**src/hw/rtl/bmpd_pkg.sv**
```systemverilog
// bmpd_pkg: shared types and constants for the 24-bit bmp pixel decoder
// no dependencies; used by bmpd_core, bmpd_queue and bmp_24bit_pixel_decoder

package bmpd_pkg;

  // default image limits
  localparam int DEF_MAX_WIDTH  = 4096;
  localparam int DEF_MAX_HEIGHT = 4096;

  // header layout
  localparam int HDR_BYTES     = 54;
  localparam int FIELD_BYTES   = 4;
  localparam int POS_SIG_B     = 0;
  localparam int POS_SIG_M     = 1;
  localparam int OFS_DATA      = 10;
  localparam int OFS_WIDTH     = 18;
  localparam int OFS_HEIGHT    = 22;
  localparam int OFS_DEPTH     = 28;
  localparam int POS_PIX_FIRST = 30;
  localparam int DEPTH_24      = 24;

  localparam logic [7:0] SIG_B = 8'h42;
  localparam logic [7:0] SIG_M = 8'h4D;

  // result field widths
  localparam int COLOUR_W = 8;
  localparam int COORD_W  = 12;

  // output queue
  localparam int Q_DEPTH = 4;
  localparam int Q_AW    = $clog2(Q_DEPTH);
  localparam int Q_CW    = Q_AW + 1;

  typedef enum logic [2:0] {
    ST_OK    = 3'd0,
    ST_SMALL = 3'd1,
    ST_SIG   = 3'd2,
    ST_DEPTH = 3'd3,
    ST_TRUNC = 3'd4,
    ST_SIZE  = 3'd5
  } status_t;

  typedef enum logic {
    KIND_PIXEL  = 1'b0,
    KIND_STATUS = 1'b1
  } kind_t;

  typedef struct packed {
    kind_t                kind;
    logic [COLOUR_W-1:0]  red;
    logic [COLOUR_W-1:0]  green;
    logic [COLOUR_W-1:0]  blue;
    logic [COORD_W-1:0]   column;
    logic [COORD_W-1:0]   row;
    status_t              status;
    logic                 last_result;
  } result_t;

  // up to two results per byte: a pixel and the end-of-file status
  typedef struct packed {
    logic [1:0] n_results;
    result_t    first;
    result_t    second;
  } push_t;

endpackage

```
**src/hw/rtl/bmp_24bit_pixel_decoder.sv**
```systemverilog
// bmp_24bit_pixel_decoder: top level of the 24-bit uncompressed bmp decoder
// depends on bmpd_pkg, bmpd_core and bmpd_queue
//
// Takes a bmp file one byte per beat, last_byte marking its final byte, and
// gives one beat per decoded pixel (rgb, column, top-down row) and one status
// beat at the end of each file. Each byte sits in the input register, is
// decoded in a single pass against the file state and lands in a four-entry
// result queue, so one byte per cycle is sustained while the output side
// keeps up; the final byte of a file that also completes a pixel gives two
// beats, which the queue absorbs. Pixels stream out before truncation is
// known, so a consumer drops the image when the status is not ok. The
// decoder clears itself after each status beat and the next file may follow
// at once. MAX_WIDTH and MAX_HEIGHT bound the accepted image and size the
// internal counters.

module bmp_24bit_pixel_decoder
  import bmpd_pkg::*;
#(
  parameter int MAX_WIDTH  = DEF_MAX_WIDTH,
  parameter int MAX_HEIGHT = DEF_MAX_HEIGHT
) (
  input  logic                clk,
  input  logic                rst,
  // byte channel
  input  logic                in_valid,
  output logic                in_stall,
  input  logic [7:0]          data_byte,
  input  logic                last_byte,
  // result channel
  output logic                out_valid,
  input  logic                out_stall,
  output logic                result_kind,
  output logic [COLOUR_W-1:0] red,
  output logic [COLOUR_W-1:0] green,
  output logic [COLOUR_W-1:0] blue,
  output logic [COORD_W-1:0]  column,
  output logic [COORD_W-1:0]  row,
  output logic [2:0]          status,
  output logic                last_result
);

  // input register
  logic       in_full;
  logic [7:0] byte_r;
  logic       last_r;
  logic       accept;

  // decode and queue
  logic       room;
  logic       go;
  push_t      push;
  result_t    head;

  // a byte is decoded when the queue has space for two results
  assign go       = in_full && room;
  assign in_stall = in_full && !go;
  assign accept   = in_valid && !in_stall;

  always_ff @(posedge clk) begin
    if (rst) begin
      in_full <= 1'b0;
    end else if (accept) begin
      in_full <= 1'b1;
    end else if (go) begin
      in_full <= 1'b0;
    end
  end

  // payload only, no reset
  always_ff @(posedge clk) begin
    if (accept) begin
      byte_r <= data_byte;
      last_r <= last_byte;
    end
  end

  bmpd_core #(
    .MAX_WIDTH  (MAX_WIDTH),
    .MAX_HEIGHT (MAX_HEIGHT)
  ) u_core (
    .clk       (clk),
    .rst       (rst),
    .go        (go),
    .data_byte (byte_r),
    .last_byte (last_r),
    .push      (push)
  );

  bmpd_queue u_queue (
    .clk       (clk),
    .rst       (rst),
    .push      (push),
    .room      (room),
    .out_valid (out_valid),
    .out_stall (out_stall),
    .head      (head)
  );

  // result fields straight off the queue head
  assign result_kind = head.kind;
  assign red         = head.red;
  assign green       = head.green;
  assign blue        = head.blue;
  assign column      = head.column;
  assign row         = head.row;
  assign status      = head.status;
  assign last_result = head.last_result;

endmodule

```
**src/hw/rtl/bmpd_core.sv**
```systemverilog
// bmpd_core: header capture, checks, pixel assembly and end-of-file status
// depends on bmpd_pkg

module bmpd_core
  import bmpd_pkg::*;
#(
  parameter int MAX_WIDTH  = DEF_MAX_WIDTH,
  parameter int MAX_HEIGHT = DEF_MAX_HEIGHT
) (
  input  logic       clk,
  input  logic       rst,
  input  logic       go,
  input  logic [7:0] data_byte,
  input  logic       last_byte,
  output push_t      push
);

  localparam int CW  = $clog2(MAX_WIDTH + 1);
  localparam int RW  = $clog2(MAX_HEIGHT + 1);
  localparam int SW  = $clog2(3 * MAX_WIDTH + 4);
  localparam int PW  = SW + RW;
  localparam int EW  = ((PW > 32) ? PW : 32) + 1;
  localparam int CXW = (CW > COORD_W) ? CW : COORD_W;
  localparam int RXW = (RW > COORD_W) ? RW : COORD_W;

  // file state
  logic [31:0]   pos, pos_next;
  logic [31:0]   start, start_next;
  logic [31:0]   width, width_next;
  logic [31:0]   height, height_next;
  logic [7:0]    depth_lo, depth_lo_next;
  status_t       fault, fault_next;
  logic [CW-1:0] col, col_next;
  logic [RW-1:0] rows, rows_next;
  logic [SW-1:0] rbc, rbc_next;
  logic [7:0]    held_blue, held_blue_next;
  logic [7:0]    held_green, held_green_next;
  logic [1:0]    phase, phase_next;

  // geometry derived from the captured header, tracked every cycle
  logic [SW-1:0] row_bytes;
  logic [SW-1:0] stride;
  logic [31:0]   hm;
  logic [PW-1:0] prod;
  logic [EW-1:0] data_end;

  logic [1:0]     lane_data, lane_width, lane_height;
  logic [15:0]    depth_full;
  logic           size_bad;
  logic           pix_en;
  logic           pix_out;
  logic [SW-1:0]  rbc_inc;
  logic [RW-1:0]  hm_t;
  logic [RW-1:0]  row_val;
  logic [RXW-1:0] row_ext;
  logic [CXW-1:0] col_ext;
  logic [EW-1:0]  total;
  status_t        status_val;
  result_t        pix_res;
  result_t        st_res;

  assign hm_t = hm[RW-1:0];

  always_comb begin
    pos_next        = pos;
    start_next      = start;
    width_next      = width;
    height_next     = height;
    depth_lo_next   = depth_lo;
    fault_next      = fault;
    col_next        = col;
    rows_next       = rows;
    rbc_next        = rbc;
    held_blue_next  = held_blue;
    held_green_next = held_green;
    phase_next      = phase;
    pix_out         = 1'b0;

    lane_data   = 2'(pos - 32'(OFS_DATA));
    lane_width  = 2'(pos - 32'(OFS_WIDTH));
    lane_height = 2'(pos - 32'(OFS_HEIGHT));
    depth_full  = {data_byte, depth_lo};

    // signature
    if (pos == 32'(POS_SIG_B) && data_byte != SIG_B && fault == ST_OK) begin
      fault_next = ST_SIG;
    end
    if (pos == 32'(POS_SIG_M) && data_byte != SIG_M && fault == ST_OK) begin
      fault_next = ST_SIG;
    end

    // little-endian field capture
    if (pos >= 32'(OFS_DATA) && pos < 32'(OFS_DATA + FIELD_BYTES)) begin
      start_next[{lane_data, 3'b000} +: 8] = data_byte;
    end
    if (pos >= 32'(OFS_WIDTH) && pos < 32'(OFS_WIDTH + FIELD_BYTES)) begin
      width_next[{lane_width, 3'b000} +: 8] = data_byte;
    end
    if (pos >= 32'(OFS_HEIGHT) && pos < 32'(OFS_HEIGHT + FIELD_BYTES)) begin
      height_next[{lane_height, 3'b000} +: 8] = data_byte;
    end
    if (pos == 32'(OFS_DEPTH)) begin
      depth_lo_next = data_byte;
    end

    // header checks once the depth field is complete
    size_bad = width[31] || (width > 32'(MAX_WIDTH)) || (hm > 32'(MAX_HEIGHT)) ||
               (start < 32'(HDR_BYTES));
    if (pos == 32'(OFS_DEPTH + 1) && fault == ST_OK) begin
      if (depth_full != 16'(DEPTH_24)) begin
        fault_next = ST_DEPTH;
      end else if (size_bad) begin
        fault_next = ST_SIZE;
      end
    end

    // pixel data
    pix_en  = (pos >= 32'(POS_PIX_FIRST)) && (fault == ST_OK) && (pos >= start) &&
              (width != 32'd0) && (32'(rows) < hm);
    rbc_inc = rbc + SW'(1);
    if (pix_en) begin
      if (rbc < row_bytes) begin
        unique case (phase)
          2'd0: begin
            held_blue_next = data_byte;
            phase_next     = 2'd1;
          end
          2'd1: begin
            held_green_next = data_byte;
            phase_next      = 2'd2;
          end
          default: begin
            pix_out    = 1'b1;
            col_next   = col + CW'(1);
            phase_next = 2'd0;
          end
        endcase
      end
      if (rbc_inc >= stride) begin
        rbc_next   = '0;
        col_next   = '0;
        phase_next = 2'd0;
        rows_next  = rows + RW'(1);
      end else begin
        rbc_next = rbc_inc;
      end
    end

    // saturating byte count
    if (pos != '1) begin
      pos_next = pos + 32'd1;
    end

    // end of file: status, then back to reset state
    total = EW'(pos) + EW'(1);
    if (pos < 32'(HDR_BYTES - 1)) begin
      status_val = ST_SMALL;
    end else if (fault != ST_OK) begin
      status_val = fault;
    end else if (total < data_end) begin
      status_val = ST_TRUNC;
    end else begin
      status_val = ST_OK;
    end

    if (last_byte) begin
      pos_next        = '0;
      start_next      = '0;
      width_next      = '0;
      height_next     = '0;
      depth_lo_next   = '0;
      fault_next      = ST_OK;
      col_next        = '0;
      rows_next       = '0;
      rbc_next        = '0;
      held_blue_next  = '0;
      held_green_next = '0;
      phase_next      = 2'd0;
    end

    // bottom-up files are flipped
    row_val = height[31] ? rows : (hm_t - RW'(1) - rows);
    row_ext = RXW'(row_val);
    col_ext = CXW'(col);

    pix_res             = '0;
    pix_res.kind        = KIND_PIXEL;
    pix_res.red         = data_byte;
    pix_res.green       = held_green;
    pix_res.blue        = held_blue;
    pix_res.column      = col_ext[COORD_W-1:0];
    pix_res.row         = row_ext[COORD_W-1:0];
    pix_res.status      = ST_OK;
    pix_res.last_result = !last_byte;

    st_res             = '0;
    st_res.kind        = KIND_STATUS;
    st_res.status      = status_val;
    st_res.last_result = 1'b1;

    push.n_results = go ? (2'(pix_out) + 2'(last_byte)) : 2'd0;
    push.first     = pix_out ? pix_res : st_res;
    push.second    = st_res;
  end

  always_ff @(posedge clk) begin
    if (rst) begin
      pos      <= '0;
      start    <= '0;
      width    <= '0;
      height   <= '0;
      depth_lo <= '0;
      fault    <= ST_OK;
      col      <= '0;
      rows     <= '0;
      rbc      <= '0;
      phase    <= 2'd0;
    end else if (go) begin
      pos      <= pos_next;
      start    <= start_next;
      width    <= width_next;
      height   <= height_next;
      depth_lo <= depth_lo_next;
      fault    <= fault_next;
      col      <= col_next;
      rows     <= rows_next;
      rbc      <= rbc_next;
      phase    <= phase_next;
    end
  end

  always_ff @(posedge clk) begin
    if (go) begin
      held_blue  <= held_blue_next;
      held_green <= held_green_next;
    end
  end

  // geometry pipeline, settles well before the pixel data and file end
  always_ff @(posedge clk) begin
    row_bytes <= {width[SW-2:0], 1'b0} + width[SW-1:0];
    stride    <= (({width[SW-2:0], 1'b0} + width[SW-1:0]) + SW'(3)) & ~SW'(3);
    hm        <= height[31] ? (32'd0 - height) : height;
    prod      <= PW'(stride) * PW'(hm_t);
    data_end  <= EW'(start) + EW'(prod);
  end

endmodule

```
**src/hw/rtl/bmpd_queue.sv**
```systemverilog
// bmpd_queue: small result queue, takes one or two results a cycle, gives one
// while out_stall is low; depends on bmpd_pkg

module bmpd_queue
  import bmpd_pkg::*;
(
  input  logic    clk,
  input  logic    rst,
  input  push_t   push,
  output logic    room,
  output logic    out_valid,
  input  logic    out_stall,
  output result_t head
);

  result_t         mem [Q_DEPTH];
  logic [Q_AW-1:0] wp, rp;
  logic [Q_CW-1:0] count;
  logic            pop;

  assign out_valid = (count != '0);
  assign pop       = out_valid && !out_stall;
  assign room      = (count <= Q_CW'(Q_DEPTH - 2));
  assign head      = mem[rp];

  always_ff @(posedge clk) begin
    if (push.n_results != 2'd0) begin
      mem[wp] <= push.first;
    end
    if (push.n_results == 2'd2) begin
      mem[wp + Q_AW'(1)] <= push.second;
    end
  end

  always_ff @(posedge clk) begin
    if (rst) begin
      wp    <= '0;
      rp    <= '0;
      count <= '0;
    end else begin
      wp    <= wp + Q_AW'(push.n_results);
      rp    <= rp + Q_AW'(pop);
      count <= count + Q_CW'(push.n_results) - Q_CW'(pop);
    end
  end

endmodule
```
**config.mk**
```make
export PLATFORM = sky130hd
export DESIGN_NAME = bmp_24bit_pixel_decoder
export DESIGN_NICKNAME = d
export VERILOG_FILES = /design/src/hw/rtl/bmpd_pkg.sv /design/src/hw/rtl/bmp_24bit_pixel_decoder.sv /design/src/hw/rtl/bmpd_core.sv /design/src/hw/rtl/bmpd_queue.sv
export SDC_FILE = /design/constraint.sdc
export NUM_CORES = 2
export LEC_CHECK = 0
export ABC_CLOCK_PERIOD_IN_PS = 8700
export BUFFER_PORTS_ARGS = -buffer_cell sky130_fd_sc_hd__buf_4
export CORE_ASPECT_RATIO = 0.8
export CORE_MARGIN = 2
export CORE_UTILIZATION = 45
export CTS_CLUSTER_SIZE = 30
export DETAILED_ROUTE_END_ITERATION = 12
export PLACE_DENSITY_LB_ADDON = 0.25
export SYNTH_ARGS = -nofsm -noshare
export SYNTH_HDL_FRONTEND = slang
export SYNTH_HIERARCHICAL = 1
export SYNTH_SLANG_ARGS = --single-unit
```
**constraint.sdc**
```tcl
create_clock -name clk -period 8.7 [get_ports clk]
set_clock_uncertainty 0.15 [all_clocks]
set_input_delay 1.74 -clock clk [delete_from_list [all_inputs] [get_ports clk]]
set_output_delay 1.74 -clock clk [all_outputs]
set_load 0.03 [all_outputs]
```
==> flow_metrics.py <==
metrics = {
    "clock_tree": {
        "ctsResizeCount": 0,
        "post-cts-setup-buffers": 0,
        "numCtsBuffers": 54,
        "cts_tree": "yes",
        "clk_pin_slew_worst_paths_ns": 0.07,
        "cts_hold_buffers": 0,
        "cts.htree.levels": 2,
        "cts.sinks": 541,
        "ctsLongestPathBuffers": 3,
        "cts-root-buf": "clkbuf_16",
        "clk_latency_ns": 0.64,
    },
    "grt": {
        "grt_use_met2": 0.331,
        "antenna_found_initial": 0,
        "grt_max_degree": 57,
        "grtUsageMet1": 0.353,
        "track_usage": 0.225,
        "grt.busiest_layer": "met1",
        "grt_util_met3": 0.0302,
        "overflow": 0,
        "grt_pass1_vias": 23573,
        "grt_pass1_wl_um": 139000,
    },
    "synthesis": {
        "synth-xor-area-share": 0.0367,
        "syn_avg_cell_area_um2": 10.4,
        "yosysWarnings": 6,
        "yosys-top-cells-count": "inv_1, dfxtp_1, nor2_1",
        "yosysMostFrequentCell": "inv_1",
        "ys_types": 86,
        "synthMuxAreaShare": 0.137,
        "synth_top_family_by_area": "adder cells",
        "synth-simple-area-share": 0.126,
        "async_reset_ff_frac": 0,
        "synth.top_cell.area_share": 0.207,
        "synth-edff-count": 237,
        "yosysSeqAreaShare": 0.384,
        "synth_compound_area_frac": 0.0963,
        "synth_cells": 3312,
        "ys_ff_latch": 541,
        "synthAdderAreaFrac": 0.152,
        "yosysTopAreaCell": "edfxtp_1",
        "synthTopCellsByArea": "edfxtp_1, dfxtp_1, ha_1",
        "ys.flop_type": "dfxtp_1",
        "netlist_area_um2": 34400,
    },
    "setup_path": {
        "worst-path-buf-inv": 4,
        "startpoint_type": "flop",
        "max_stage_delay_ns": 0.63,
        "critPathKind": "reg2reg",
        "crit_start": "u_core/hm[12]",
        "slowest_stage": "and3b_2",
        "crit_chain": "clkinv_1 > ha_1 > a21oi_1 > nor3_1 > a2111oi_0 > nand2_1 > a21oi_4 > buf_4 > and2_1 > ha_1 > inv_1 > nor2_1 > nor2b_2 > and3b_2 > buf_4 > mux2_2",
        "crit_fanout": 53,
        "cp.arrival_ns": 6.60,
        "required_ns": 8.94,
        "endpoint_kind": "flop",
        "r2r_start": "u_core/hm[12]",
        "path_delay_family": "simple AND/OR/NAND/NOR gates",
    },
    "power_and_ir_drop": {
        "leakagePower_nw": 15.3,
        "irDropWorstVdd_uv": 160,
        "powerDensity_nw_per_um2": 165,
        "power_mw": 6.19,
    },
    "status": {
        "status": "finished, final reports clean",
    },
    "cells_and_area": {
        "nFillCells": 6862,
        "instances_no_fill": 4362,
        "drive_gt1_frac": 0.150,
        "area_growth_pct": 9.34,
        "post-route-util": 0.498,
        "insertedDiodeCount": 0,
        "num-nets-final": 3667,
    },
    "sta": {
        "slew_headroom": 0.117,
        "rsz0062_at_grt": "false",
        "setup_violations": 0,
        "slew_viol_final": 0,
        "max_slew.worst_pin.slew_ns": 1.31,
        "hold_viol_final": 0,
        "fmax_mhz": 157,
        "finalCriticalPeriod_ns": 6.36,
        "period_share": 0.731,
        "setup_tns_ns": 0,
    },
    "floorplanning": {
        "dieArea_um2": 78700,
        "coreArea_um2": 75600,
        "die_height_um": 251,
        "start_util": 0.455,
        "die_x_um": 313,
        "row_count": 90,
        "io_pins": 68,
    },
    "detailed_routing": {
        "viasPerCell": 5.57,
        "wl_per_cell_um": 20.3,
        "dr.pass1.iters": 5,
        "wl_um": 88600,
        "vias": 24277,
        "antenna_left": 0,
        "drc": 0,
        "drtIter0Drc": 2016,
    },
    "placement": {
        "dpl.hpwl_um": 62400,
        "dp_cells": 4261,
        "routabilityCongestion": 0.909,
        "port_buffers": 67,
    },
    "min_path": {
        "hold_path.class": "reg2reg",
        "hp-start": "u_core/start[1]",
    },
    "flow_run": {
        "cap_violations": 0,
    },
}
flip-flops by register name, indices dropped and copies added (netlist names), 25 cells and up:
name,cells
u_core/pos,32
u_core/height,32
u_core/hm,32
u_queue/mem,212
u_core/width,32
u_core/data_end,33
u_core/prod,25
u_core/start,32
layout make-up:
| cell class | instances | area [um2] | share of cell area |
|---|---|---|---|
| clock buffer | 68 | 1520 | 0.0404 |
| clock inverter | 33 | 548 | 0.0146 |
| inverter | 332 | 1250 | 0.0331 |
| multi-input combinational | 2279 | 19100 | 0.508 |
| sequential | 541 | 13200 | 0.351 |
| tap | 1012 | 1270 | 0.0337 |
| timing repair buffer | 97 | 728 | 0.0194 |
final timing paths:
check                  endpoint  slack [ns]  cells after the start
min reg2reg  u_core/data_end[1]        0.23                      0
min          u_core/data_end[1]        0.23                      0
max reg2reg   u_queue/mem[3][5]        2.34                     16
max           u_queue/mem[3][5]        2.34                     16
power breakdown:
part | internal (mW) | leakage [nW] | switching, mW | total (mW)
Clock | 1.63 | 1.01 | 1.07 | 2.70
Sequential | 2.69 | 4.56 | 0.0636 | 2.75
Combinational | 0.288 | 9.77 | 0.459 | 0.747
Total | 4.61 | 15.3 | 1.59 | 6.19
cell usage in the layout, fill, tap and decap left out, types with 55 or more instances in the layout:
cell | synthesis | routed
a21oi_1 | 116 | 115
clkbuf_16 | 0 | 56
o21ai_0 | 62 | 62
mux2_2 | 164 | 164
dfxtp_1 | 304 | 301
a21o_1 | 56 | 55
fa_1 | 114 | 114
buf_4 | 61 | 97
edfxtp_1 | 237 | 237
ha_1 | 235 | 235
inv_1 | 330 | 331
nand2_1 | 219 | 219
nor2_1 | 282 | 280
xnor2_1 | 109 | 109
mux2i_1 | 92 | 92
cells by family (layout without fill, tap and decap cells):
| group | after synthesis | count (layout) |
|---|---|---|
| buffers and inverters | 540 | 530 |
| DFF | 541 | 541 |
| other | 2 | 50 |
| and+or+nand+nor | 890 | 890 |
| AOI/OAI and AO/OA | 487 | 487 |
| xor gates and xnor gates | 144 | 144 |
| muxes | 359 | 359 |
| adders and majority gates | 349 | 349 |
layer usage:
metal / part of all wire / vias up
met3: 0.066 / 90
li1: - / 11583
met2: 0.42 / 723
met5: 0 / -
met1: 0.50 / 11881
met4: 0.014 / 0
worst reg2reg max path, stage by stage, from the launching register on:
cell and delay [ns]:
dfxtp_1 0.54, clkinv_1 0.35, ha_1 0.39, a21oi_1 0.53, nor3_1 0.09, a2111oi_0 0.57, nand2_1 0.22, a21oi_4 0.15
buf_4 0.50, and2_1 0.26, ha_1 0.15, inv_1 0.08, nor2_1 0.23, nor2b_2 0.27, and3b_2 0.63, buf_4 0.59
mux2_2 0.45
metrics by stage:
step	hold WS [ns]	area (um2)	worst slack, ns
after floorplan	0.200	34600	1.25
final	0.233	37600	2.34
after global routing	0.247	37600	1.97
after CTS	0.227	37600	2.44
after detailed placement	0.211	35500	2.43
after global placement	0.211	35500	2.54
Note: power is estimated with default switching activity, not from simulation.
